File: config.mk
export PLATFORM = sky130hd
export DESIGN_NAME = fref_fifo
export DESIGN_NICKNAME = d
export VERILOG_FILES = /design/src/hdl/fref_pkg.sv /design/src/hdl/fref_fifo.sv
export SDC_FILE = /design/constraint.sdc
export NUM_CORES = 1
export LEC_CHECK = 0
export BUFFER_PORTS_ARGS = -buffer_cell sky130_fd_sc_hd__buf_4
export CORE_MARGIN = 2
export CORE_UTILIZATION = 35
export CTS_CLUSTER_DIAMETER = 100
export DETAILED_ROUTE_END_ITERATION = 12
export PLACE_DENSITY = 0.65
export SYNTH_ARGS = -nofsm -noshare
export SYNTH_HDL_FRONTEND = slang
export SYNTH_SLANG_ARGS = --single-unit
export TNS_END_PERCENT = 100
File: constraint.sdc
create_clock -name clk_i -period 11.7 [get_ports clk_i]
set_input_delay 1.17 -clock clk_i [delete_from_list [all_inputs] [get_ports clk_i]]
set_output_delay 1.17 -clock clk_i [all_outputs]
set_load 0.02 [all_outputs]
File: src/hdl/fref_pkg.sv
// Shared types and constants for the flight reference block.
package fref_pkg;

  typedef enum logic [3:0] {
    FN_TAKEOFF  = 4'd0,
    FN_HOVER    = 4'd1,
    FN_LAND     = 4'd2,
    FN_HEIGHT   = 4'd3,
    FN_FWD      = 4'd4,
    FN_BACK     = 4'd5,
    FN_LEFT     = 4'd6,
    FN_RIGHT    = 4'd7,
    FN_CW       = 4'd8,
    FN_CCW      = 4'd9,
    FN_WAIT     = 4'd10,
    FN_FOLLOW   = 4'd11,
    FN_ACTION   = 4'd12,
    FN_HOME     = 4'd13,
    FN_LAND_NOW = 4'd14,
    FN_INVALID  = 4'd15
  } func_e;

  localparam logic [7:0] ACTION_CODE_MAX = 8'd5;

  localparam logic [2:0] REG_DEADBAND       = 3'd0;
  localparam logic [2:0] REG_GAIN           = 3'd1;
  localparam logic [2:0] REG_CLIMB_MAX      = 3'd2;
  localparam logic [2:0] REG_DESCENT_NORMAL = 3'd3;
  localparam logic [2:0] REG_DESCENT_LAND   = 3'd4;
  localparam logic [2:0] REG_SLEW_NORMAL    = 3'd5;
  localparam logic [2:0] REG_SLEW_LAND_NOW  = 3'd6;

  localparam logic [30:0] RST_DEADBAND       = 31'd3277;
  localparam logic [23:0] RST_GAIN           = 24'd65536;
  localparam logic [30:0] RST_CLIMB_MAX      = 31'd65536;
  localparam logic [31:0] RST_DESCENT_NORMAL = 32'hFFFF_8000;
  localparam logic [31:0] RST_DESCENT_LAND   = 32'hFFFF_B333;
  localparam logic [30:0] RST_SLEW_NORMAL    = 31'd655;
  localparam logic [30:0] RST_SLEW_LAND_NOW  = 31'd1311;

  // Reciprocal of 100 for a 32-bit dividend: q = (x * CM_RECIP) >> 37.
  localparam logic [30:0] CM_RECIP = 31'd1374389535;
  localparam logic [31:0] CM_ROUND = 32'd50;
  // Pi over 180 in Q0.32.
  localparam logic [26:0] DEG_SCALE = 27'd74961321;
  localparam logic [42:0] DEG_ROUND = 43'd32768;

  localparam int unsigned FIFO_DEPTH = 4;
  localparam int unsigned FIFO_PTR_W = $clog2(FIFO_DEPTH);

  typedef struct packed {
    logic        [30:0] deadband;
    logic        [23:0] gain;
    logic        [30:0] climb_max;
    logic signed [31:0] descent_normal;
    logic signed [31:0] descent_land;
    logic        [30:0] slew_normal;
    logic        [30:0] slew_land_now;
  } cfg_t;

  typedef struct packed {
    logic signed [31:0] px;
    logic signed [31:0] py;
    logic signed [31:0] pz;
    logic signed [31:0] vx;
    logic signed [31:0] vy;
    logic signed [31:0] yaw_rate;
    logic signed [31:0] z_now;
    logic        [15:0] timeout;
    logic               err;
    logic               land;
    logic               fast_land;
  } ref_word_t;

endpackage

File: src/hdl/fref_fifo.sv
// Short queue of reference words between the front end and the vertical loop.
module fref_fifo import fref_pkg::*; (
  input  logic      clk_i,
  input  logic      rst_ni,
  input  logic      push_i,
  input  ref_word_t word_i,
  output logic      full_o,
  input  logic      pop_i,
  output logic      empty_o,
  output ref_word_t word_o
);

  ref_word_t             mem_q [FIFO_DEPTH];
  logic [FIFO_PTR_W-1:0] wr_ptr_q, rd_ptr_q;
  logic [FIFO_PTR_W:0]   count_q;
  logic                  do_push, do_pop;

  assign full_o  = count_q == (FIFO_PTR_W+1)'(FIFO_DEPTH);
  assign empty_o = count_q == '0;
  assign do_push = push_i && !full_o;
  assign do_pop  = pop_i && !empty_o;
  assign word_o  = mem_q[rd_ptr_q];

  always_ff @(posedge clk_i or negedge rst_ni) begin
    if (!rst_ni) begin
      wr_ptr_q <= '0;
      rd_ptr_q <= '0;
      count_q  <= '0;
    end else begin
      if (do_push) begin
        wr_ptr_q <= wr_ptr_q + 1'b1;
      end
      if (do_pop) begin
        rd_ptr_q <= rd_ptr_q + 1'b1;
      end
      if (do_push && !do_pop) begin
        count_q <= count_q + 1'b1;
      end else if (do_pop && !do_push) begin
        count_q <= count_q - 1'b1;
      end
    end
  end

  always_ff @(posedge clk_i) begin
    if (do_push) begin
      mem_q[wr_ptr_q] <= word_i;
    end
  end

endmodule

==> results.md <==
* Post-CTS sizing at 0
* Worst path slowest cell: dfrtp_4
* I/O pin total at 492
* Antenna diodes at 0
* Crit end category: output pin
* Area growth syn-to-layout at 24.0%
* Crit-path max FO at 98
* CTS Hold Bufs at 0
* Die W at 322 um
* Slew HR at 10.0%
* Routed wire per std cell at 22.2 um
* Main combinational cell family by area after synthesis: multiplexers
* Warnings, synthesis at 0
* Setup_tns at 0 ns
* Initial core utilization at 35.3%
* Cells after synthesis at 1,305
* Post-Syn Nets at 1,558
* Routability cong. at 0.740
* CP Data Arrival Time at 3.53 ns
* Synth Area in Compound Gates at 0%
* Tmin final at 4.70 ns
* Endpoints failing setup at 0
* Layout cell share with drive strength beyond 1 at 46.6%
* Min-delay worst type: primary input to asynchronous set/reset pin
* Total power at 11.9 mW
* Via count at 15,597
* Post-Synth Adder-Cell Area at 0.233%
* CP Data Required Time at 10.53 ns
* Remaining DRCs at 0
* Mux contribution to synthesized area at 15.5%
* Postcts setup bufs at 0
* Hold slack final at 0.298 ns
* Height of the die at 322 um
* Fmax at 213 MHz
* DP HPWL at 42,700 um
* Max-Cap Viols at 0
* Peak supply drop at 249 uV
* Pwr Density at 270 nW/um^2
* First-iteration detailed-routing DRC count at 864
* Later-pin clock latency in the skew report at 0.67 ns
* Critical Path Max Stage Delay at 1.11 ns
* Die area at 104,000 sq um
* Initial antenna violation count at 3
* Worst slew pin tran at 1.35 ns
* CP Class: flip-flop to output pin
* Final-stage net count at 2,114
* LEAKAGE at 14.7 nW
* # rows at 116
* Post-synthesis cell type count at 22
* Fin Clk Skew at 0.0313 ns
* Worst-case clock buffer depth at 3
* Final core utilization at 43.8%
* Core box area at 100,000 sq um
* Fin. Hold Viols at 0
* Period utilization at 40.2%
* Post-Synth XOR/XNOR Area at 0.148%
* Grt total ovfl at 0
* Largest net degree at the start of global routing at 139
* Syn avg cell area at 27.1 sq um
* Vias in the first global route at 16,644
* TritonCTS clock tree: built
* Post-Syn Area at 35,400 sq um
* Htree depth at 3
* Drt pass-1 iters at 5
* Worst r2r src: count_q[2]
* Flip-flop and latch count after synthesis at 979
* Synth Area in Simple Gates at 0.163%
* Total track usage at 13.6%
* Antenna-violating nets left at 0
* CTS clk-pin slew, worst paths at 0.06 ns
* CTS sink cnt at 979
* CTS root buf: clkbuf_16
* Vias per inst at 4.81
* Sequential area share after synthesis at 83.0%
* Status: finished clean
* Fill cells at 8,467
* Detailed Route WL at 72,000 um
* RSZ-0062 raised after global routing: no
* First-pass GRT wire length at 105,000 um
* Port bufs at 491
* Critical path startpoint: rd_ptr_q[0]
* Cell Chain, Critical Path: buf_12 -> mux4_2 -> buf_4
* TritonCTS buffer count at 101
* Critical path startpoint category: flip-flop
* Pins Over Slew Limit at 0
cells by family (layout without fill, tap and decap cells):
group / after synthesis / in the layout
DFF: 979 / 979
buffers and inverters: 59 / 700
xor gates and xnor gates: 6 / 6
and+or+nand+nor: 10 / 10
muxes: 245 / 245
adders and majority gates: 6 / 6
Yosys cell counts:
cell type  count  area, sq um
edfxtp_1     972        29200
mux4_2       243         5470
buf_2         30          150
buf_4         10         75.1
clkbuf_1       8         30.0
dfrtp_1        7          175
buf_6          6         67.6
ha_1           5         62.6
and2_1         4         25.0
inv_1          4         15.0
xnor2_1        4         35.0
xor2_1         2         17.5
buf_1          1         3.75
fa_1           1         20.0
mux2_1         1         11.3
mux2_2         1         11.3
nand2_1        1         3.75
nand3_1        1         5.00
nor2_1         1         3.75
nor2b_1        1         6.26
nor3b_1        1         7.51
or3_1          1         6.26
metrics by stage:
| stage | setup WS (ns) | cells | cell area (sq um) |
|---|---|---|---|
| after detailed placement | 6.61 | 3056 | 40600 |
| after global routing | 6.68 | 3244 | 43900 |
| after CTS | 6.83 | 3244 | 43900 |
| after floorplan | 4.00 | 1305 | 35400 |
| after global placement | 6.72 | 3056 | 40600 |
| final | 7.00 | 3244 | 43900 |
critical path, delay by kind of cell (launching register included):
| family | cells | cell delay [ns] |
|---|---|---|
| muxes | 1 | 0.64 |
| DFF | 1 | 1.11 |
| buffers and inverters | 2 | 0.71 |
flip-flops by register name (all words and copies together) (netlist names):
name,flops
wr_ptr_q,2
count_q,3
mem_q,972
rd_ptr_q,2
area by class of cell:
class / instances / area (sq um) / area share, %
multi-input cells: 267 / 5700 / 13.0
clock buffers: 119 / 2640 / 6.01
clock inverters: 69 / 671 / 1.53
repair buffers: 508 / 3860 / 8.81
well taps: 1298 / 1620 / 3.70
flip-flops and latches: 979 / 29400 / 66.9
inverters: 4 / 15.0 / 0.0342
final timing paths:
path	end	slack (ns)	cells past startpoint
hold / removal	wr_ptr_q[1]	0.30	1
min in group clk_i	count_q[2]	0.50	1
hold reg to reg	count_q[2]	0.50	1
setup reg to reg	mem_q[1][55]	7.45	5
max in group asynchronous	rd_ptr_q[1]	11.25	1
setup / recovery	word_o[140]	7.00	3
layer usage:
metal  global-route usage (%)  vias up  share of wire, %
li1                         -     6816                 -
met1                     16.2     8210                38
met2                     23.1      464                51
met3                     5.04      101               8.8
met4                     4.16        6               1.9
met5                        0        -             0.049
cells in the final DEF (no fill, tap or decap), types with 5 or more instances in the layout:
cell type / count
clkinvlp_4: 6
ha_1: 5
clkbuf_16: 102
bufinv_16: 9
dfrtp_1: 5
clkinv_1: 25
clkbuf_1: 15
clkinv_8: 5
edfxtp_1: 972
clkinv_2: 14
buf_4: 504
mux4_2: 243
power by group:
part / switching, mW / internal, mW
registers: 0.225 / 4.64
logic: 2.16 / 1.69
clock network: 1.32 / 1.82
(Power assumes the default switching activity.)
