## config.mk

```make
export PLATFORM = sky130hd
export DESIGN_NAME = fref_cfg
export DESIGN_NICKNAME = d
export VERILOG_FILES = /design/src/hdl/fref_pkg.sv /design/src/hdl/fref_cfg.sv
export SDC_FILE = /design/constraint.sdc
export NUM_CORES = 1
export LEC_CHECK = 0
export BUFFER_PORTS_ARGS = -buffer_cell sky130_fd_sc_hd__buf_4
export CAP_MARGIN = 15
export CORE_MARGIN = 1
export CORE_UTILIZATION = 47
export DETAILED_ROUTE_END_ITERATION = 12
export PLACE_DENSITY = 0.74
export SYNTH_ARGS = -nofsm -noshare
export SYNTH_HDL_FRONTEND = slang
export SYNTH_SLANG_ARGS = --single-unit
export TNS_END_PERCENT = 50
```

## constraint.sdc

```tcl
create_clock -name clk_i -period 1.79 [get_ports clk_i]
set_input_delay 0.358 -clock clk_i [delete_from_list [all_inputs] [get_ports clk_i]]
set_output_delay 0.358 -clock clk_i [all_outputs]
set_load 0.005 [all_outputs]
```

## src/hdl/fref_pkg.sv

```systemverilog
// Shared types and constants for the flight reference block.
package fref_pkg;

  typedef enum logic [3:0] {
    FN_TAKEOFF  = 4'd0,
    FN_HOVER    = 4'd1,
    FN_LAND     = 4'd2,
    FN_HEIGHT   = 4'd3,
    FN_FWD      = 4'd4,
    FN_BACK     = 4'd5,
    FN_LEFT     = 4'd6,
    FN_RIGHT    = 4'd7,
    FN_CW       = 4'd8,
    FN_CCW      = 4'd9,
    FN_WAIT     = 4'd10,
    FN_FOLLOW   = 4'd11,
    FN_ACTION   = 4'd12,
    FN_HOME     = 4'd13,
    FN_LAND_NOW = 4'd14,
    FN_INVALID  = 4'd15
  } func_e;

  localparam logic [7:0] ACTION_CODE_MAX = 8'd5;

  localparam logic [2:0] REG_DEADBAND       = 3'd0;
  localparam logic [2:0] REG_GAIN           = 3'd1;
  localparam logic [2:0] REG_CLIMB_MAX      = 3'd2;
  localparam logic [2:0] REG_DESCENT_NORMAL = 3'd3;
  localparam logic [2:0] REG_DESCENT_LAND   = 3'd4;
  localparam logic [2:0] REG_SLEW_NORMAL    = 3'd5;
  localparam logic [2:0] REG_SLEW_LAND_NOW  = 3'd6;

  localparam logic [30:0] RST_DEADBAND       = 31'd3277;
  localparam logic [23:0] RST_GAIN           = 24'd65536;
  localparam logic [30:0] RST_CLIMB_MAX      = 31'd65536;
  localparam logic [31:0] RST_DESCENT_NORMAL = 32'hFFFF_8000;
  localparam logic [31:0] RST_DESCENT_LAND   = 32'hFFFF_B333;
  localparam logic [30:0] RST_SLEW_NORMAL    = 31'd655;
  localparam logic [30:0] RST_SLEW_LAND_NOW  = 31'd1311;

  // Reciprocal of 100 for a 32-bit dividend: q = (x * CM_RECIP) >> 37.
  localparam logic [30:0] CM_RECIP = 31'd1374389535;
  localparam logic [31:0] CM_ROUND = 32'd50;
  // Pi over 180 in Q0.32.
  localparam logic [26:0] DEG_SCALE = 27'd74961321;
  localparam logic [42:0] DEG_ROUND = 43'd32768;

  localparam int unsigned FIFO_DEPTH = 4;
  localparam int unsigned FIFO_PTR_W = $clog2(FIFO_DEPTH);

  typedef struct packed {
    logic        [30:0] deadband;
    logic        [23:0] gain;
    logic        [30:0] climb_max;
    logic signed [31:0] descent_normal;
    logic signed [31:0] descent_land;
    logic        [30:0] slew_normal;
    logic        [30:0] slew_land_now;
  } cfg_t;

  typedef struct packed {
    logic signed [31:0] px;
    logic signed [31:0] py;
    logic signed [31:0] pz;
    logic signed [31:0] vx;
    logic signed [31:0] vy;
    logic signed [31:0] yaw_rate;
    logic signed [31:0] z_now;
    logic        [15:0] timeout;
    logic               err;
    logic               land;
    logic               fast_land;
  } ref_word_t;

endpackage

```

## src/hdl/fref_cfg.sv

```systemverilog
// Configuration register file behind the APB-style port.
module fref_cfg import fref_pkg::*; (
  input  logic        clk_i,
  input  logic        rst_ni,
  input  logic        psel,
  input  logic        penable,
  input  logic        pwrite,
  input  logic [4:0]  paddr,
  input  logic [31:0] pwdata,
  output logic [31:0] prdata,
  output logic        pready,
  output cfg_t        cfg_o
);

  cfg_t        cfg_q;
  logic        wr_en;
  logic [2:0]  idx;

  assign pready = 1'b1;
  assign wr_en  = psel && penable && pwrite;
  assign idx    = paddr[4:2];
  assign cfg_o  = cfg_q;

  always_ff @(posedge clk_i or negedge rst_ni) begin
    if (!rst_ni) begin
      cfg_q.deadband       <= RST_DEADBAND;
      cfg_q.gain           <= RST_GAIN;
      cfg_q.climb_max      <= RST_CLIMB_MAX;
      cfg_q.descent_normal <= RST_DESCENT_NORMAL;
      cfg_q.descent_land   <= RST_DESCENT_LAND;
      cfg_q.slew_normal    <= RST_SLEW_NORMAL;
      cfg_q.slew_land_now  <= RST_SLEW_LAND_NOW;
    end else if (wr_en) begin
      unique case (idx)
        REG_DEADBAND:       cfg_q.deadband       <= pwdata[30:0];
        REG_GAIN:           cfg_q.gain           <= pwdata[23:0];
        REG_CLIMB_MAX:      cfg_q.climb_max      <= pwdata[30:0];
        REG_DESCENT_NORMAL: cfg_q.descent_normal <= pwdata;
        REG_DESCENT_LAND:   cfg_q.descent_land   <= pwdata;
        REG_SLEW_NORMAL:    cfg_q.slew_normal    <= pwdata[30:0];
        REG_SLEW_LAND_NOW:  cfg_q.slew_land_now  <= pwdata[30:0];
        default: ;
      endcase
    end
  end

  always_comb begin
    unique case (idx)
      REG_DEADBAND:       prdata = {1'b0, cfg_q.deadband};
      REG_GAIN:           prdata = {8'd0, cfg_q.gain};
      REG_CLIMB_MAX:      prdata = {1'b0, cfg_q.climb_max};
      REG_DESCENT_NORMAL: prdata = cfg_q.descent_normal;
      REG_DESCENT_LAND:   prdata = cfg_q.descent_land;
      REG_SLEW_NORMAL:    prdata = {1'b0, cfg_q.slew_normal};
      REG_SLEW_LAND_NOW:  prdata = {1'b0, cfg_q.slew_land_now};
      default:            prdata = '0;
    endcase
  end

endmodule

```

==> results.json <==
{
  "dr.pass1.iters": 4,
  "synth_edf_count": 0,
  "chipWidth_um": 146.9,
  "synth_nets": 754,
  "cts.clk_slew.worst_paths_ns": 0.06,
  "core_mm2": 0.02043,
  "hold_viol": 0,
  "placedCellCount": 1273,
  "clockRootBuffer": "clkbuf_16",
  "path_class": "flop to primary output",
  "cts_buffers": 23,
  "globalplace.congestion": 0.7779,
  "arrival_ns": 1.75,
  "cp_max_fo": 2,
  "nets": 1109,
  "final_area_mm2": 0.01420,
  "ant_nets": 0,
  "timing.fmax_mhz": 474.6,
  "synth_cells": 712,
  "r2r_start": "cfg_o[185]$_DFFE_PN0P_",
  "r2r-end": "cfg_o[185]$_DFFE_PN0P_",
  "rows": 52,
  "ys_top_cells_by_count": "214 x mux2_2, 148 x dfrtp_1, 64 x dfstp_2",
  "grt_pass1_wl_um": 46090,
  "yosysWarnings": 0,
  "synthesis.area_mm2": 0.009863,
  "rsz0062_at_grt": "true",
  "rrSetupSlack_ns": 0.75,
  "synth-main-ff-cell": "dfrtp_1",
  "post-route-min-period_ns": 2.107,
  "port_buffers": 283,
  "synth_top_area_cell": "dfrtp_1",
  "placed_cell_area_mm2": 0.01292,
  "drive_above_1_share_pct": 67.80,
  "via_count": 7498,
  "tritoncts": "built",
  "drc": 0,
  "finalClockSkew_ns": 0,
  "grt_max_degree": 46,
  "grtUsageTotal_pct": 27.58,
  "start_kind": "flop",
  "crit_path_end_kind": "primary output",
  "avgSynthCellArea_um2": 13.85,
  "via_per_inst": 5.538,
  "leakage_nw": 6.659,
  "fin_cells": 1354,
  "p_per_area_mw_per_mm2": 1100,
  "synth_top_area_share_pct": 37.55,
  "yosys.cell_count.top_type": "mux2_2",
  "cp_data_required_time_ns": 1.43,
  "cts_buffer_depth": 3,
  "clk_latency_ns": 0.51,
  "die_area_mm2": 0.02157,
  "violations": "setup timing",
  "vdd_drop_max_uv": 707.5,
  "wl_per_cell_um": 21.82,
  "ioPinCount": 287,
  "status": "finished with violations",
  "die_h_um": 146.9,
  "start_util_pct": 48.28,
  "place_ws_ns": -0.1715,
  "r2r_cells": 3,
  "largest_register_ffs": 212,
  "endpoint": "prdata[26]",
  "htree_levels": 1,
  "seq_area_frac_synth_pct": 54.60,
  "ys_types": 43,
  "grt_pass1_vias": 7856,
  "gr-total-overflow": 0,
  "hp-class": "primary input to flop",
  "finalSetupViolations": 31,
  "startpoint": "cfg_o[26]$_DFFE_PN0P_",
  "max-cap-violations": 0,
  "dpl.hpwl_um": 19870,
  "cts_num_sinks": 212,
  "fin_crit_sh_pct": 117.7,
  "n_antenna_cell": 0,
  "area_delta_synth_final_pct": 44.02,
  "layout_setup_ws_ns": -0.3169,
  "drv_slew": 0,
  "synthTopCellsByArea": "dfrtp_1 38%, mux2_2 24%, dfstp_2 17%, mux2_1 3.8%, mux2i_1 2.7%",
  "async_reset_ff_share_pct": 100.0,
  "drt_iter0_drc": 302,
  "ys_ff_latch": 212,
  "antenna_found_initial": 0,
  "drt_wl_total_um": 29550,
  "final_util_pct": 69.53
}
cells by family after synthesis:
group	Yosys count	share of synthesized area [%]
DFF	212	54.60
buffers and inverters	56	2.956
and+or+nand+nor	79	4.554
other	1	0.03802
AOI/OAI and AO/OA	89	6.685
muxes	275	31.17
routing by layer:
metal  track usage [%]  share of wire [%]  up-vias
met5                 0                  0        -
met4             8.854                2.9        0
met3             5.000                5.9       50
met2             47.09                 50      264
met1             35.49                 41     3839
li1                  -                  -     3345
cells in the final DEF, fill, tap and decap left out, types with 9 or more instances in the layout:
cell type / count
a22oi_1: 10
a32oi_1: 10
and2_1: 10
and3_1: 11
buf_12: 29
buf_4: 350
clkbuf_16: 23
dfrtp_1: 148
dfstp_2: 64
mux2_1: 33
mux2_2: 198
mux2_4: 16
mux2i_1: 26
nand2_1: 21
nand3b_1: 11
o211ai_1: 12
o21a_1: 10
o221ai_2: 9
power breakdown:
part / internal, mW / switching, mW / total (mW)
Sequential: 5.95 / 0.762 / 6.71
Clock: 2.65 / 1.91 / 4.56
Combinational: 2.74 / 1.61 / 4.35
stage by stage:
stage                     hold WS (ns)  total power, mW  TNS, ns
after global routing           0.09096            16.37   -6.227
after detailed placement        0.3039            10.69   -14.02
final                          0.09749            15.62   -4.140
after CTS                      0.08101            15.64   -4.681
after floorplan                0.06241            8.154  -0.1896
after global placement          0.2997            10.57   -10.39
worst min path at each step:
stage                     cells past startpoint                      to  slack [ns]        from
final                                         2   cfg_o[93]$_DFFE_PN1P_         0.1  pwdata[31]
after CTS                                     2   cfg_o[93]$_DFFE_PN1P_        0.08  pwdata[31]
after detailed placement                      1  cfg_o[189]$_DFFE_PN0P_        0.30      rst_ni
after global placement                        1  cfg_o[136]$_DFFE_PN0P_        0.30      rst_ni
after global routing                          2  cfg_o[125]$_DFFE_PN1P_        0.09  pwdata[31]
after floorplan                               0  cfg_o[100]$_DFFE_PN0P_        0.06      rst_ni
final cells by class:
| type | instances | area [µm²] |
|---|---|---|
| Tap cell | 270 | 337.8 |
| Sequential cell | 212 | 5385 |
| Multi-Input combinational cell | 444 | 4481 |
| Clock buffer | 34 | 646.9 |
| Inverter | 1 | 3.754 |
| Clock inverter | 8 | 73.82 |
| Timing Repair Buffer | 385 | 3277 |
| Fill cell | 1492 | 6225 |
repair_timing:
action,CTS,global route
endpoints found under the setup margin,31,31
hold buffers,1,0
setup buffers,28,10
pin swaps,37,4
hold endpoints to repair,22,0
resized for setup,48,13
worst max-delay path, cell delays in order, from the launching register on:
cell and delay [ns]:
dfrtp_1 0.39, mux4_2 0.46, mux2_4 0.28, buf_6 0.12
No activity file was read; power rests on OpenSTA's default activity.
