`src/hdl/fref_pkg.sv`:
```
// Shared types and constants for the flight reference block.
package fref_pkg;

  typedef enum logic [3:0] {
    FN_TAKEOFF  = 4'd0,
    FN_HOVER    = 4'd1,
    FN_LAND     = 4'd2,
    FN_HEIGHT   = 4'd3,
    FN_FWD      = 4'd4,
    FN_BACK     = 4'd5,
    FN_LEFT     = 4'd6,
    FN_RIGHT    = 4'd7,
    FN_CW       = 4'd8,
    FN_CCW      = 4'd9,
    FN_WAIT     = 4'd10,
    FN_FOLLOW   = 4'd11,
    FN_ACTION   = 4'd12,
    FN_HOME     = 4'd13,
    FN_LAND_NOW = 4'd14,
    FN_INVALID  = 4'd15
  } func_e;

  localparam logic [7:0] ACTION_CODE_MAX = 8'd5;

  localparam logic [2:0] REG_DEADBAND       = 3'd0;
  localparam logic [2:0] REG_GAIN           = 3'd1;
  localparam logic [2:0] REG_CLIMB_MAX      = 3'd2;
  localparam logic [2:0] REG_DESCENT_NORMAL = 3'd3;
  localparam logic [2:0] REG_DESCENT_LAND   = 3'd4;
  localparam logic [2:0] REG_SLEW_NORMAL    = 3'd5;
  localparam logic [2:0] REG_SLEW_LAND_NOW  = 3'd6;

  localparam logic [30:0] RST_DEADBAND       = 31'd3277;
  localparam logic [23:0] RST_GAIN           = 24'd65536;
  localparam logic [30:0] RST_CLIMB_MAX      = 31'd65536;
  localparam logic [31:0] RST_DESCENT_NORMAL = 32'hFFFF_8000;
  localparam logic [31:0] RST_DESCENT_LAND   = 32'hFFFF_B333;
  localparam logic [30:0] RST_SLEW_NORMAL    = 31'd655;
  localparam logic [30:0] RST_SLEW_LAND_NOW  = 31'd1311;

  // Reciprocal of 100 for a 32-bit dividend: q = (x * CM_RECIP) >> 37.
  localparam logic [30:0] CM_RECIP = 31'd1374389535;
  localparam logic [31:0] CM_ROUND = 32'd50;
  // Pi over 180 in Q0.32.
  localparam logic [26:0] DEG_SCALE = 27'd74961321;
  localparam logic [42:0] DEG_ROUND = 43'd32768;

  localparam int unsigned FIFO_DEPTH = 4;
  localparam int unsigned FIFO_PTR_W = $clog2(FIFO_DEPTH);

  typedef struct packed {
    logic        [30:0] deadband;
    logic        [23:0] gain;
    logic        [30:0] climb_max;
    logic signed [31:0] descent_normal;
    logic signed [31:0] descent_land;
    logic        [30:0] slew_normal;
    logic        [30:0] slew_land_now;
  } cfg_t;

  typedef struct packed {
    logic signed [31:0] px;
    logic signed [31:0] py;
    logic signed [31:0] pz;
    logic signed [31:0] vx;
    logic signed [31:0] vy;
    logic signed [31:0] yaw_rate;
    logic signed [31:0] z_now;
    logic        [15:0] timeout;
    logic               err;
    logic               land;
    logic               fast_land;
  } ref_word_t;

endpackage

```
`src/hdl/fref_back.sv`:
```
// Vertical outer loop: deadband, gain, clamp and slew limit, with the output register.
module fref_back import fref_pkg::*; (
  input  logic               clk_i,
  input  logic               rst_ni,
  input  cfg_t               cfg_i,
  input  logic               empty_i,
  input  ref_word_t          word_i,
  output logic               pop_o,
  output logic               out_valid_o,
  input  logic               out_ready_i,
  output ref_word_t          out_word_o,
  output logic signed [31:0] out_vz_o,
  output logic signed [31:0] vz_target_o
);

  logic               en;
  logic               a_valid_q, b_valid_q, c_valid_q, o_valid_q;
  ref_word_t          a_word_q, b_word_q, c_word_q, o_word_q;
  logic signed [32:0] a_zerr_q, a_zerr_d, db_pos;
  logic               a_db_q, a_db_d, b_db_q;
  logic [40:0]        b_plo_q, b_plo_d;
  logic signed [40:0] b_phi_q, b_phi_d;
  logic signed [57:0] c_sum;
  logic signed [41:0] c_raw, c_hi, c_lo, c_clip;
  logic signed [31:0] c_vmin;
  logic signed [31:0] c_target_q, c_target_d;
  logic signed [32:0] d_delta, d_lim, d_step;
  logic signed [31:0] vz_q, vz_d, o_vz_q, o_target_q;

  assign en    = !o_valid_q || out_ready_i;
  assign pop_o = en && !empty_i;

  assign db_pos   = $signed({2'b00, cfg_i.deadband});
  assign a_zerr_d = $signed({word_i.pz[31], word_i.pz}) -
                    $signed({word_i.z_now[31], word_i.z_now});
  assign a_db_d   = (a_zerr_d < db_pos) && (a_zerr_d > -db_pos);

  assign b_plo_d = 41'(cfg_i.gain) * 41'(a_zerr_q[16:0]);
  assign b_phi_d = $signed({1'b0, cfg_i.gain}) * $signed(a_zerr_q[32:17]);

  always_comb begin
    c_sum  = ($signed({{17{b_phi_q[40]}}, b_phi_q}) <<< 17) +
             $signed({17'd0, b_plo_q}) + 58'sd32768;
    c_raw  = b_db_q ? '0 : c_sum[57:16];
    c_vmin = b_word_q.land ? cfg_i.descent_land : cfg_i.descent_normal;
    c_hi   = $signed({11'd0, cfg_i.climb_max});
    c_lo   = $signed({{10{c_vmin[31]}}, c_vmin});
    c_clip = (c_raw > c_hi) ? c_hi : c_raw;
    if (c_clip < c_lo) begin
      c_clip = c_lo;
    end
    c_target_d = b_word_q.err ? '0 : c_clip[31:0];
  end

  always_comb begin
    d_step  = $signed({2'b00, c_word_q.fast_land ? cfg_i.slew_land_now : cfg_i.slew_normal});
    d_delta = $signed({c_target_q[31], c_target_q}) - $signed({vz_q[31], vz_q});
    d_lim   = d_delta;
    if (d_delta > d_step) begin
      d_lim = d_step;
    end else if (d_delta < -d_step) begin
      d_lim = -d_step;
    end
    vz_d = c_word_q.err ? vz_q : vz_q + d_lim[31:0];
  end

  always_ff @(posedge clk_i or negedge rst_ni) begin
    if (!rst_ni) begin
      a_valid_q <= 1'b0;
      b_valid_q <= 1'b0;
      c_valid_q <= 1'b0;
      o_valid_q <= 1'b0;
      vz_q      <= '0;
    end else if (en) begin
      a_valid_q <= !empty_i;
      b_valid_q <= a_valid_q;
      c_valid_q <= b_valid_q;
      o_valid_q <= c_valid_q;
      if (c_valid_q) begin
        vz_q <= vz_d;
      end
    end
  end

  always_ff @(posedge clk_i) begin
    if (en) begin
      a_word_q   <= word_i;
      a_zerr_q   <= a_zerr_d;
      a_db_q     <= a_db_d;
      b_word_q   <= a_word_q;
      b_plo_q    <= b_plo_d;
      b_phi_q    <= b_phi_d;
      b_db_q     <= a_db_q;
      c_word_q   <= b_word_q;
      c_target_q <= c_target_d;
      o_word_q   <= c_word_q;
      o_vz_q     <= vz_d;
      o_target_q <= c_target_q;
    end
  end

  assign out_valid_o = o_valid_q;
  assign out_word_o  = o_word_q;
  assign out_vz_o    = o_vz_q;
  assign vz_target_o = o_target_q;

endmodule
```
`config.mk`:
```
export PLATFORM = sky130hd
export DESIGN_NAME = fref_back
export DESIGN_NICKNAME = d
export VERILOG_FILES = /design/src/hdl/fref_pkg.sv /design/src/hdl/fref_back.sv
export SDC_FILE = /design/constraint.sdc
export NUM_CORES = 2
export LEC_CHECK = 0
export BUFFER_PORTS_ARGS = -buffer_cell sky130_fd_sc_hd__buf_2
export CAP_MARGIN = 5
export CORE_ASPECT_RATIO = 1.1
export CORE_MARGIN = 8
export CORE_UTILIZATION = 45
export CTS_CLUSTER_DIAMETER = 120
export DETAILED_ROUTE_END_ITERATION = 12
export PLACE_DENSITY_LB_ADDON = 0.3
export SLEW_MARGIN = 15
export SYNTH_ARGS = -nofsm -noshare
export SYNTH_HDL_FRONTEND = slang
export SYNTH_SLANG_ARGS = --single-unit
```
`constraint.sdc`:
```
create_clock -name clk_i -period 37.8 [get_ports clk_i]
set_input_delay 1.89 -clock clk_i [delete_from_list [all_inputs] [get_ports clk_i]]
set_output_delay 1.89 -clock clk_i [all_outputs]
set_load 0.01 [all_outputs]
```
==> results by group <==
Placed design
  • Routability cong.: 0.902
  • Placed Instance Area: 82600 µm²
  • I/O Buffers: ~770
  • Detailed placer's ending HPWL: about 150000 µm

Timing
  • Final hold vios: 0
  • Finish-stage setup viols: 0
  • Setup TNS: 0 ps
  • Slew HR: about 16%
  • RSZ-0062 raised after global routing: false
  • Period utilization: 28.3%
  • Fin Clk Skew: approximately 110 ps
  • Worst-Margin Slew: roughly 1300 ps
  • Final Slew Violations: 0
  • Fmax: 0.0935 GHz
  • Tmin final: approximately 11000 ps

Synthesis
  • Yosys top cell by area: edfxtp_1
  • Number of synthesized flops with an enable pin: ~1.2k
  • Register area share after synthesis: between 40% and 50%
  • Most common cell in the synthesized netlist: edfxtp_1
  • Synth Net Count: a little under 8k
  • Commonest cells post-synth: edfxtp_1, inv_1, nand2_1, fa_1, ha_1
  • Synth area leaders: edfxtp_1, fa_1, ha_1
  • Distinct cells, synth: between 90 and 100
  • Ys async rst share: between 2 and 3%
  • YS warnings: 0
  • Synthesized instance count: a little over 6k
  • Synth top area share: a little under half
  • Number of synthesized register bits: 1206
  • Syn Area/Cell: ~12 µm²
  • Most used DFF post-synth: edfxtp_1
  • Synthesized area: 76300 µm²

CTS
  • Post-cts resize count: 0
  • CTS sink cnt: 1206
  • Setup Buffers After CTS: 0
  • CTS Root Buffer Type: clkbuf_16
  • CTS Buf Count: 119
  • Clk_lat worst skew: 790 ps
  • CTS H-tree depth: 3
  • Hold_buf cts: 0
  • CTS tree: built
  • Worst-path clk slew: about 60 ps
  • Clk buf depth: 3

Routing
  • DRT iter0 DRCs: roughly 3.3k
  • Total wire length: around 200000 µm
  • Post-DRT Antenna Nets: 0
  • Via count: 49.1k
  • DR vias/cell: 5.24
  • Detail-routed net length per standard cell: 21.3 µm
  • First-pass DRT Iterations: 5
  • DRC viols: 0

Floorplan
  • Cell Rows: about 160
  • Die Ht: 448 µm
  • I/O pins: 768
  • Core footprint: 169000 µm²
  • Chip Width: 409 µm
  • Starting Density: 45.3%
  • Die outline area: between 150000 and 200000 µm²

Layout
  • Fillers: around 15k
  • Design Area, Final: 86800 µm²
  • # nets final: around 8.7k
  • Area growth from synthesis to layout: 13.8%
  • Area occupied by registers: ~36000 µm²
  • Share of layout cells above drive strength 1: between 10% and 20%
  • Multi-input gate area: around 36000 µm²

Critical path
  • R2r worst-path depth: 35
  • CP max FO: 32
  • Setup crit end kind: flop
  • Origin of the critical flop-to-flop path: c_word_q[0]
  • Critical Path AT: between 10000 and 15000 ps
  • Worst Setup SP: cfg_i[2]
  • Critical Path RT: between 30000 and 40000 ps
  • Worst path most repeated cell: o21ai_0
  • Max stage delay cell, worst path: nor2_1
  • CP max stage delay: between 600 and 700 ps
  • Crit path capture: out_vz_o[30]
  • Reg2reg end: out_vz_o[30]
  • Slack of the worst reg-to-reg path: 27400 ps
  • Critical path class: primary input to flop
  • Startpoint Class: primary input

GRT
  • Antenna violations before repair: 61
  • Total GRT Usage: between 20% and 30%
  • GR Overflow Total: 0
  • Vias in the first global route: around 51k
  • Global-route wire length before repair: between 300000 and 400000 µm
  • Largest net degree at the start of global routing: between 150 and 200

Outcome
  • Outcome: complete, no violations

Run
  • Max Cap Viol: 0

Min path
  • Hold path cells: 0
  • Hold Crit Class: flop to flop
-- cell type report --
cell class | instances | share of cell area, %
multi-input cells | 3966 | 41.7
flip-flops and latches | 1206 | 41.5
repair buffers | 829 | 4.99
inverters | 864 | 3.74
clock buffers | 134 | 3.54
well taps | 2240 | 3.23
clock inverters | 93 | 1.24
diodes | 29 | 0.0836
-- placed cells by master (no fill, tap or decap), types with 30 or more instances in the layout --
cell type	count
mux2_2	69
nand2_1	743
nand3_1	65
buf_4	60
buf_2	767
nor2_1	212
nand2b_1	56
xnor2_1	159
clkbuf_16	121
nor2b_1	42
nand4_1	51
edfxtp_1	1170
ha_1	571
inv_1	863
or2_2	38
dfrtp_1	36
o21ai_0	143
a21o_1	115
nor3_1	70
a21oi_1	210
and2_1	258
o21a_1	56
xor2_1	64
mux2i_1	98
o21bai_1	30
fa_1	636
-- through the flow --
| stage | util, % | std cells | worst slack, ps | hold slack [ps] |
|---|---|---|---|---|
| after CTS | 51.5 | 9332 | 27180 | 335 |
| after global placement | 49.0 | 9105 | 26640 | 400 |
| after floorplan | - | 6239 | 5940 | 400 |
| after detailed placement | 49.0 | 9105 | 26380 | 405 |
| final | 51.5 | 9361 | 27100 | 346 |
| after global routing | 51.5 | 9344 | 26240 | 342 |
-- state kept, by name, indices dropped and copies added, names as in the netlist, 26 cells and up --
register	flops
vz_q	32
b_phi_q	41
a_zerr_q	33
c_target_q	32
vz_target_o	32
out_vz_o	32
b_word_q	243
a_word_q	243
b_plo_q	26
out_word_o	243
c_word_q	243
-- kinds of logic (layout without fill, tap and decap cells) --
family / count (synthesis) / count (layout) / synth area share (%)
AO/OA/AOI/OAI: 738 / 738 / 6.33
XOR/XNOR: 223 / 223 / 2.56
adder cells (fa/ha/maj): 1207 / 1207 / 26.0
buffers and inverters: 1067 / 1920 / 5.41
flip-flops: 1206 / 1206 / 47.2
multiplexers: 167 / 167 / 2.30
other: 0 / 29 / 0
AND/OR/NAND/NOR: 1631 / 1631 / 10.2
-- layer usage --
metal | part of all wire [%] | global-route usage, % | up-vias | routed length [µm]
li1 | - | - | 22671 | -
met1 | 39 | 25.9 | 24390 | 77600
met2 | 51 | 38.2 | 1544 | 101000
met3 | 6.8 | 4.19 | 425 | 13500
met4 | 3.2 | 6.71 | 24 | 6300
met5 | 0.083 | 0 | - | 166
-- how the worst min path moves through the flow --
stage | start | end | slack (ps)
after detailed placement | a_word_q[106] | b_word_q[106] | 400
after global routing | a_word_q[111] | b_word_q[111] | 340
after CTS | a_word_q[111] | b_word_q[111] | 330
final | b_word_q[107] | c_word_q[107] | 350
after global placement | b_word_q[129] | c_word_q[129] | 400
after floorplan | a_db_q | b_db_q | 400
-- critical path: cells and delay by family --
family,cells,cell delay [ps]
AOI/OAI and AO/OA,16,3910
xor gates and xnor gates,2,400
adders and majority gates,3,1010
buffers and inverters,4,790
muxes,2,630
and+or+nand+nor,8,2500
Power is not shown: default switching activity piles up to over one toggle a cycle in this logic, so the estimate is an artifact.
