===== src/hdl/fref_pkg.sv =====
// Shared types and constants for the flight reference block.
package fref_pkg;

  typedef enum logic [3:0] {
    FN_TAKEOFF  = 4'd0,
    FN_HOVER    = 4'd1,
    FN_LAND     = 4'd2,
    FN_HEIGHT   = 4'd3,
    FN_FWD      = 4'd4,
    FN_BACK     = 4'd5,
    FN_LEFT     = 4'd6,
    FN_RIGHT    = 4'd7,
    FN_CW       = 4'd8,
    FN_CCW      = 4'd9,
    FN_WAIT     = 4'd10,
    FN_FOLLOW   = 4'd11,
    FN_ACTION   = 4'd12,
    FN_HOME     = 4'd13,
    FN_LAND_NOW = 4'd14,
    FN_INVALID  = 4'd15
  } func_e;

  localparam logic [7:0] ACTION_CODE_MAX = 8'd5;

  localparam logic [2:0] REG_DEADBAND       = 3'd0;
  localparam logic [2:0] REG_GAIN           = 3'd1;
  localparam logic [2:0] REG_CLIMB_MAX      = 3'd2;
  localparam logic [2:0] REG_DESCENT_NORMAL = 3'd3;
  localparam logic [2:0] REG_DESCENT_LAND   = 3'd4;
  localparam logic [2:0] REG_SLEW_NORMAL    = 3'd5;
  localparam logic [2:0] REG_SLEW_LAND_NOW  = 3'd6;

  localparam logic [30:0] RST_DEADBAND       = 31'd3277;
  localparam logic [23:0] RST_GAIN           = 24'd65536;
  localparam logic [30:0] RST_CLIMB_MAX      = 31'd65536;
  localparam logic [31:0] RST_DESCENT_NORMAL = 32'hFFFF_8000;
  localparam logic [31:0] RST_DESCENT_LAND   = 32'hFFFF_B333;
  localparam logic [30:0] RST_SLEW_NORMAL    = 31'd655;
  localparam logic [30:0] RST_SLEW_LAND_NOW  = 31'd1311;

  // Reciprocal of 100 for a 32-bit dividend: q = (x * CM_RECIP) >> 37.
  localparam logic [30:0] CM_RECIP = 31'd1374389535;
  localparam logic [31:0] CM_ROUND = 32'd50;
  // Pi over 180 in Q0.32.
  localparam logic [26:0] DEG_SCALE = 27'd74961321;
  localparam logic [42:0] DEG_ROUND = 43'd32768;

  localparam int unsigned FIFO_DEPTH = 4;
  localparam int unsigned FIFO_PTR_W = $clog2(FIFO_DEPTH);

  typedef struct packed {
    logic        [30:0] deadband;
    logic        [23:0] gain;
    logic        [30:0] climb_max;
    logic signed [31:0] descent_normal;
    logic signed [31:0] descent_land;
    logic        [30:0] slew_normal;
    logic        [30:0] slew_land_now;
  } cfg_t;

  typedef struct packed {
    logic signed [31:0] px;
    logic signed [31:0] py;
    logic signed [31:0] pz;
    logic signed [31:0] vx;
    logic signed [31:0] vy;
    logic signed [31:0] yaw_rate;
    logic signed [31:0] z_now;
    logic        [15:0] timeout;
    logic               err;
    logic               land;
    logic               fast_land;
  } ref_word_t;

endpackage


===== src/hdl/fref_front.sv =====
// Front end: accepts commands, converts units and updates the horizontal and altitude reference.
module fref_front import fref_pkg::*; (
  input  logic               clk_i,
  input  logic               rst_ni,
  input  logic               in_valid_i,
  output logic               in_ready_o,
  input  logic [3:0]         func_i,
  input  logic [15:0]        height_or_distance_cm_i,
  input  logic [15:0]        speed_value_i,
  input  logic [15:0]        hold_time_s_i,
  input  logic [7:0]         action_code_i,
  input  logic signed [31:0] altitude_now_i,
  input  logic signed [31:0] x_now_i,
  input  logic signed [31:0] y_now_i,
  input  logic               full_i,
  output logic               push_o,
  output ref_word_t          word_o
);

  logic               s1_valid_q;
  func_e              func_q;
  logic [15:0]        hold_q;
  logic [7:0]         act_q;
  logic signed [31:0] z_q, xn_q, yn_q;
  logic [25:0]        dist_q, spd_q;
  logic [26:0]        deg_q;

  logic [31:0]        dist_num, spd_num;
  logic [62:0]        dist_prod, spd_prod;
  logic [42:0]        deg_prod;
  logic               accept;

  logic signed [31:0] x_pos_q, y_pos_q, x_vel_q, y_vel_q, yaw_ref_q, alt_q;
  logic signed [31:0] x_pos_d, y_pos_d, x_vel_d, y_vel_d, yaw_ref_d, alt_d;
  logic [15:0]        timeout_q, timeout_d;
  logic               err, land, fast_land;
  logic signed [31:0] dist32, spd32, deg32;

  assign dist_num  = {height_or_distance_cm_i, 16'd0} + CM_ROUND;
  assign spd_num   = {speed_value_i, 16'd0} + CM_ROUND;
  assign dist_prod = 63'(dist_num) * 63'(CM_RECIP);
  assign spd_prod  = 63'(spd_num) * 63'(CM_RECIP);
  assign deg_prod  = 43'(speed_value_i) * 43'(DEG_SCALE) + DEG_ROUND;

  assign push_o     = s1_valid_q && !full_i;
  assign in_ready_o = !s1_valid_q || push_o;
  assign accept     = in_valid_i && in_ready_o;

  always_ff @(posedge clk_i or negedge rst_ni) begin
    if (!rst_ni) begin
      s1_valid_q <= 1'b0;
    end else if (in_ready_o) begin
      s1_valid_q <= in_valid_i;
    end
  end

  always_ff @(posedge clk_i) begin
    if (accept) begin
      func_q <= func_e'(func_i);
      hold_q <= hold_time_s_i;
      act_q  <= action_code_i;
      z_q    <= altitude_now_i;
      xn_q   <= x_now_i;
      yn_q   <= y_now_i;
      dist_q <= dist_prod[62:37];
      spd_q  <= spd_prod[62:37];
      deg_q  <= deg_prod[42:16];
    end
  end

  assign dist32 = $signed({6'd0, dist_q});
  assign spd32  = $signed({6'd0, spd_q});
  assign deg32  = $signed({5'd0, deg_q});

  always_comb begin
    x_pos_d   = x_pos_q;
    y_pos_d   = y_pos_q;
    x_vel_d   = x_vel_q;
    y_vel_d   = y_vel_q;
    yaw_ref_d = yaw_ref_q;
    alt_d     = alt_q;
    timeout_d = timeout_q;
    err       = 1'b0;
    land      = 1'b0;
    fast_land = 1'b0;
    if (!(func_q == FN_WAIT || func_q == FN_FOLLOW || func_q == FN_ACTION ||
          func_q == FN_INVALID)) begin
      x_pos_d   = '0;
      y_pos_d   = '0;
      x_vel_d   = '0;
      y_vel_d   = '0;
      yaw_ref_d = '0;
      timeout_d = '0;
    end
    unique case (func_q) inside
      FN_TAKEOFF, FN_HEIGHT, FN_HOME: alt_d = dist32;
      FN_HOVER: begin
        alt_d     = dist32;
        timeout_d = hold_q;
      end
      FN_LAND: begin
        alt_d = '0;
        land  = 1'b1;
      end
      FN_FWD: begin
        x_pos_d = dist32;
        x_vel_d = spd32;
      end
      FN_BACK: begin
        x_pos_d = -dist32;
        x_vel_d = -spd32;
      end
      FN_LEFT: begin
        y_pos_d = -dist32;
        y_vel_d = -spd32;
      end
      FN_RIGHT: begin
        y_pos_d = dist32;
        y_vel_d = spd32;
      end
      FN_CW:     yaw_ref_d = -deg32;
      FN_CCW:    yaw_ref_d = deg32;
      FN_WAIT:   timeout_d = hold_q;
      FN_FOLLOW: timeout_d = '0;
      FN_ACTION: err = act_q > ACTION_CODE_MAX;
      FN_LAND_NOW: begin
        x_pos_d   = xn_q;
        y_pos_d   = yn_q;
        alt_d     = '0;
        land      = 1'b1;
        fast_land = 1'b1;
      end
      FN_INVALID: err = 1'b1;
      default: err = 1'b1;
    endcase
  end

  always_ff @(posedge clk_i or negedge rst_ni) begin
    if (!rst_ni) begin
      x_pos_q   <= '0;
      y_pos_q   <= '0;
      x_vel_q   <= '0;
      y_vel_q   <= '0;
      yaw_ref_q <= '0;
      alt_q     <= '0;
      timeout_q <= '0;
    end else if (push_o) begin
      x_pos_q   <= x_pos_d;
      y_pos_q   <= y_pos_d;
      x_vel_q   <= x_vel_d;
      y_vel_q   <= y_vel_d;
      yaw_ref_q <= yaw_ref_d;
      alt_q     <= alt_d;
      timeout_q <= timeout_d;
    end
  end

  assign word_o.px        = x_pos_d;
  assign word_o.py        = y_pos_d;
  assign word_o.pz        = alt_d;
  assign word_o.vx        = x_vel_d;
  assign word_o.vy        = y_vel_d;
  assign word_o.yaw_rate  = yaw_ref_d;
  assign word_o.z_now     = z_q;
  assign word_o.timeout   = timeout_d;
  assign word_o.err       = err;
  assign word_o.land      = land;
  assign word_o.fast_land = fast_land;

endmodule


===== config.mk =====
export PLATFORM = sky130hd
export DESIGN_NAME = fref_front
export DESIGN_NICKNAME = d
export VERILOG_FILES = /design/src/hdl/fref_pkg.sv /design/src/hdl/fref_front.sv
export SDC_FILE = /design/constraint.sdc
export NUM_CORES = 2
export LEC_CHECK = 0
export ABC_AREA = 1
export BUFFER_PORTS_ARGS = -buffer_cell sky130_fd_sc_hd__buf_2
export CAP_MARGIN = 20
export CORE_AREA = 5 5 302 304
export CTS_CLUSTER_DIAMETER = 30
export DETAILED_ROUTE_END_ITERATION = 10
export DIE_AREA = 0 0 307 309
export PLACE_DENSITY = 0.82
export REMOVE_ABC_BUFFERS = 1
export SYNTH_ARGS = -nofsm -noshare
export SYNTH_HDL_FRONTEND = slang
export SYNTH_SLANG_ARGS = --single-unit

===== constraint.sdc =====
create_clock -name clk_i -period 10 [get_ports clk_i]
set_input_delay 2 -clock clk_i [delete_from_list [all_inputs] [get_ports clk_i]]
set_output_delay 2 -clock clk_i [all_outputs]
set_load 0.02 [all_outputs]

==> results.py <==
metrics = {
    "cts": {
        "cts_sinks": 411,
        "htreeDepth": 3,
        "clock_latency_ps": 650,
        "cts_resized": 0,
        "clockBufferDepth": 3,
        "cts_root_buffer": "clkbuf_16",
        "clkTransAtPathRegs_ps": 40,
        "numCtsBuffers": 87,
        "cts_hold_buffers": 0,
        "post-cts-setup-buffer-count": 0,
        "cts_tree": "done",
    },
    "synth": {
        "synth_most_common_cell": "nand2_1",
        "synth_top_family_by_area": "adder cells",
        "syn_inst": 6321,
        "synth-edff-count": 202,
        "synth_top_cell_by_area": "fa_1",
        "synthFlopType": "dfrtp_1",
        "async_flop_share_pct": 50.85,
        "synth.area.top_cells": "fa_1, ha_1, nand2_1",
        "yosysWarnings": 0,
        "synth-xor-area-share_pct": 1.268,
        "seq_area_frac_synth_pct": 22.71,
        "syn_area_um2": 49730,
        "synth_compound_area_share_pct": 5.459,
        "synth.top_cell.area_share_pct": 19.32,
        "syn_avg_cell_area_um2": 7.868,
        "synth_cell_types": 43,
        "ys_ff_latch": 411,
        "synth-simple-area-share_pct": 21.56,
        "synth_mux_area_share_pct": 0,
        "synthAdderAreaFrac_pct": 36.93,
        "synth_commonest_cells": "nand2_1, inv_1, ha_1",
    },
    "cells_and_area": {
        "drive_above_1_share_pct": 8.729,
        "finalNetCount": 8070,
        "syn2layout_area_growth_pct": 12.52,
    },
    "sta": {
        "period_needed_ps": 7958,
        "rsz0062_at_grt": "false",
        "setup_tns_ps": 0,
        "hold_slack_ps": 473.6,
        "fin_crit_sh_pct": 79.58,
        "slew_headroom_pct": 23.61,
        "hold_viol_final": 0,
        "fin_skew_ps": 40.07,
        "finalSetupViolations": 0,
        "worst_pin_slew_ps": 1137,
        "final_max_slew_viol_count": 0,
        "max_freq_mhz": 125.7,
    },
    "outcome": {
        "outcome": "finished, final reports clean",
    },
    "floorplan": {
        "num_rows": 109,
        "top_level_ports": 405,
        "start_util_pct": 56.54,
        "fp.dieW_um": 307,
        "die_area_um2": 94860,
        "core_um2": 87970,
        "die_h_um": 309,
    },
    "global_route": {
        "antenna_found_initial": 8,
        "overflow": 0,
        "grt_max_degree": 96,
        "grt_usage_pct": 34.27,
        "grt_first_pass_wirelength_mm": 250.8,
        "grt_pass1_vias": 43872,
    },
    "placement": {
        "dp_hpwl_mm": 134.5,
        "gp_congestion": 1.089,
        "portBuffers": 403,
    },
    "route": {
        "vias": 43449,
        "route.detailed.drc": 0,
        "via_per_inst": 5.450,
        "dr.pass1.iters": 6,
        "postRouteWirelength_mm": 163.0,
        "wl_per_cell_um": 20.45,
        "ant_nets": 0,
        "dr.first_iter.drc_count": 3971,
    },
    "setup_path": {
        "critPathCaptureType": "register",
        "cp_max_fo": 24,
        "required_ps": 10400,
        "startpoint_type": "primary input",
        "critPathArrivalTime_ps": 8360,
        "crit_type": "in -> reg",
    },
    "hold_path": {
        "worstHoldPathType": "reg -> reg",
    },
    "flow_run": {
        "drv_cap": 0,
    },
}
placed cells by master (no fill, tap or decap), types with 44 or more instances in the layout:
master     instances
inv_1           1467
a22oi_1           61
clkbuf_16         89
dfrtp_1          209
nand2_1         1734
nor2_1           388
xor2_1            45
nand3_1          327
a21oi_1          105
fa_1             480
nand4_1           98
buf_2            402
o22ai_1           44
edfxtp_1         202
o21ai_0          128
ha_1             700
state kept, by name, summed over array words and instances, names as in the netlist, 27 cells and up:
| signal | cells |
|---|---|
| y_vel_q | 32 |
| yn_q | 32 |
| deg_q | 27 |
| x_vel_q | 32 |
| alt_q | 32 |
| x_pos_q | 32 |
| z_q | 32 |
| yaw_ref_q | 32 |
| xn_q | 32 |
| y_pos_q | 32 |
final timing paths:
kind | start | end | slack, ps | cells after the start
max | speed_value_i[0] | spd_q[10]$_DFFE_PP_ | 2040 | 25
min | x_vel_q[2]$_DFFE_PN0P_ | x_vel_q[2]$_DFFE_PN0P_ | 470 | 2
max reg2reg | func_q[0]$_DFFE_PP_ | yaw_ref_q[2]$_DFFE_PN0P_ | 6070 | 8
min reg2reg | x_vel_q[2]$_DFFE_PN0P_ | x_vel_q[2]$_DFFE_PN0P_ | 470 | 2
max in group asynchronous | rst_ni | x_vel_q[1]$_DFFE_PN0P_ | 7160 | 2
min in group asynchronous | rst_ni | y_pos_q[15]$_DFFE_PN0P_ | 1360 | 1
cell type report:
cell class	instances	area (um^2)
clock buffers	112	2364
diodes	3	7.507
fillers	7520	32000
repair buffers	422	2170
clock inverters	52	666.9
multi-input cells	4335	32470
inverters	1473	5532
well taps	1165	1458
flip-flops and latches	411	11300
worst max-delay path: stages:
cell and delay, ps:
buf_2 570, inv_1 480, fa_1 660, inv_1 180, ha_1 170, inv_1 50, fa_1 350, inv_1 80
fa_1 430, fa_1 550, inv_1 50, fa_1 480, inv_1 60, ha_1 300, ha_1 290, ha_1 450
nand2_1 130, inv_1 100, nand2_1 120, inv_1 120, nand2_1 130, nor3_1 240, nand4_1 180, nand3_1 110
nand2_1 50
per-stage QoR:
step | worst slack (ps) | utilization [%] | instances | cell area [um^2]
after CTS | 2174 | 63.60 | 7969 | 55950
after detailed placement | 1497 | 60.16 | 7805 | 52920
after floorplan | -7236 | - | 6219 | 49260
after global routing | 1773 | 63.61 | 7972 | 55960
after global placement | 1563 | 60.16 | 7805 | 52920
final | 2042 | 63.62 | 7973 | 55960
logic make-up (layout without fill, tap and decap cells):
logic type,after synthesis,in the layout
adders and majority gates,1180,1180
other,0,3
buffers and inverters,1575,2059
and+or+nand+nor,2630,2630
AOI/OAI and AO/OA,453,453
xor gates and xnor gates,72,72
DFF,411,411
per-layer routing:
layer	track usage [%]	share of wire, %	vias to the layer above
met5	0	0.025	-
met4	19.19	7.0	6
met3	6.586	8.6	529
met2	55.75	45	2052
met1	43.38	39	20333
li1	-	-	20529
Power is left out: the tool's default activity adds up to more than one toggle a clock period on the data nets, which glitch-free logic cannot reach.
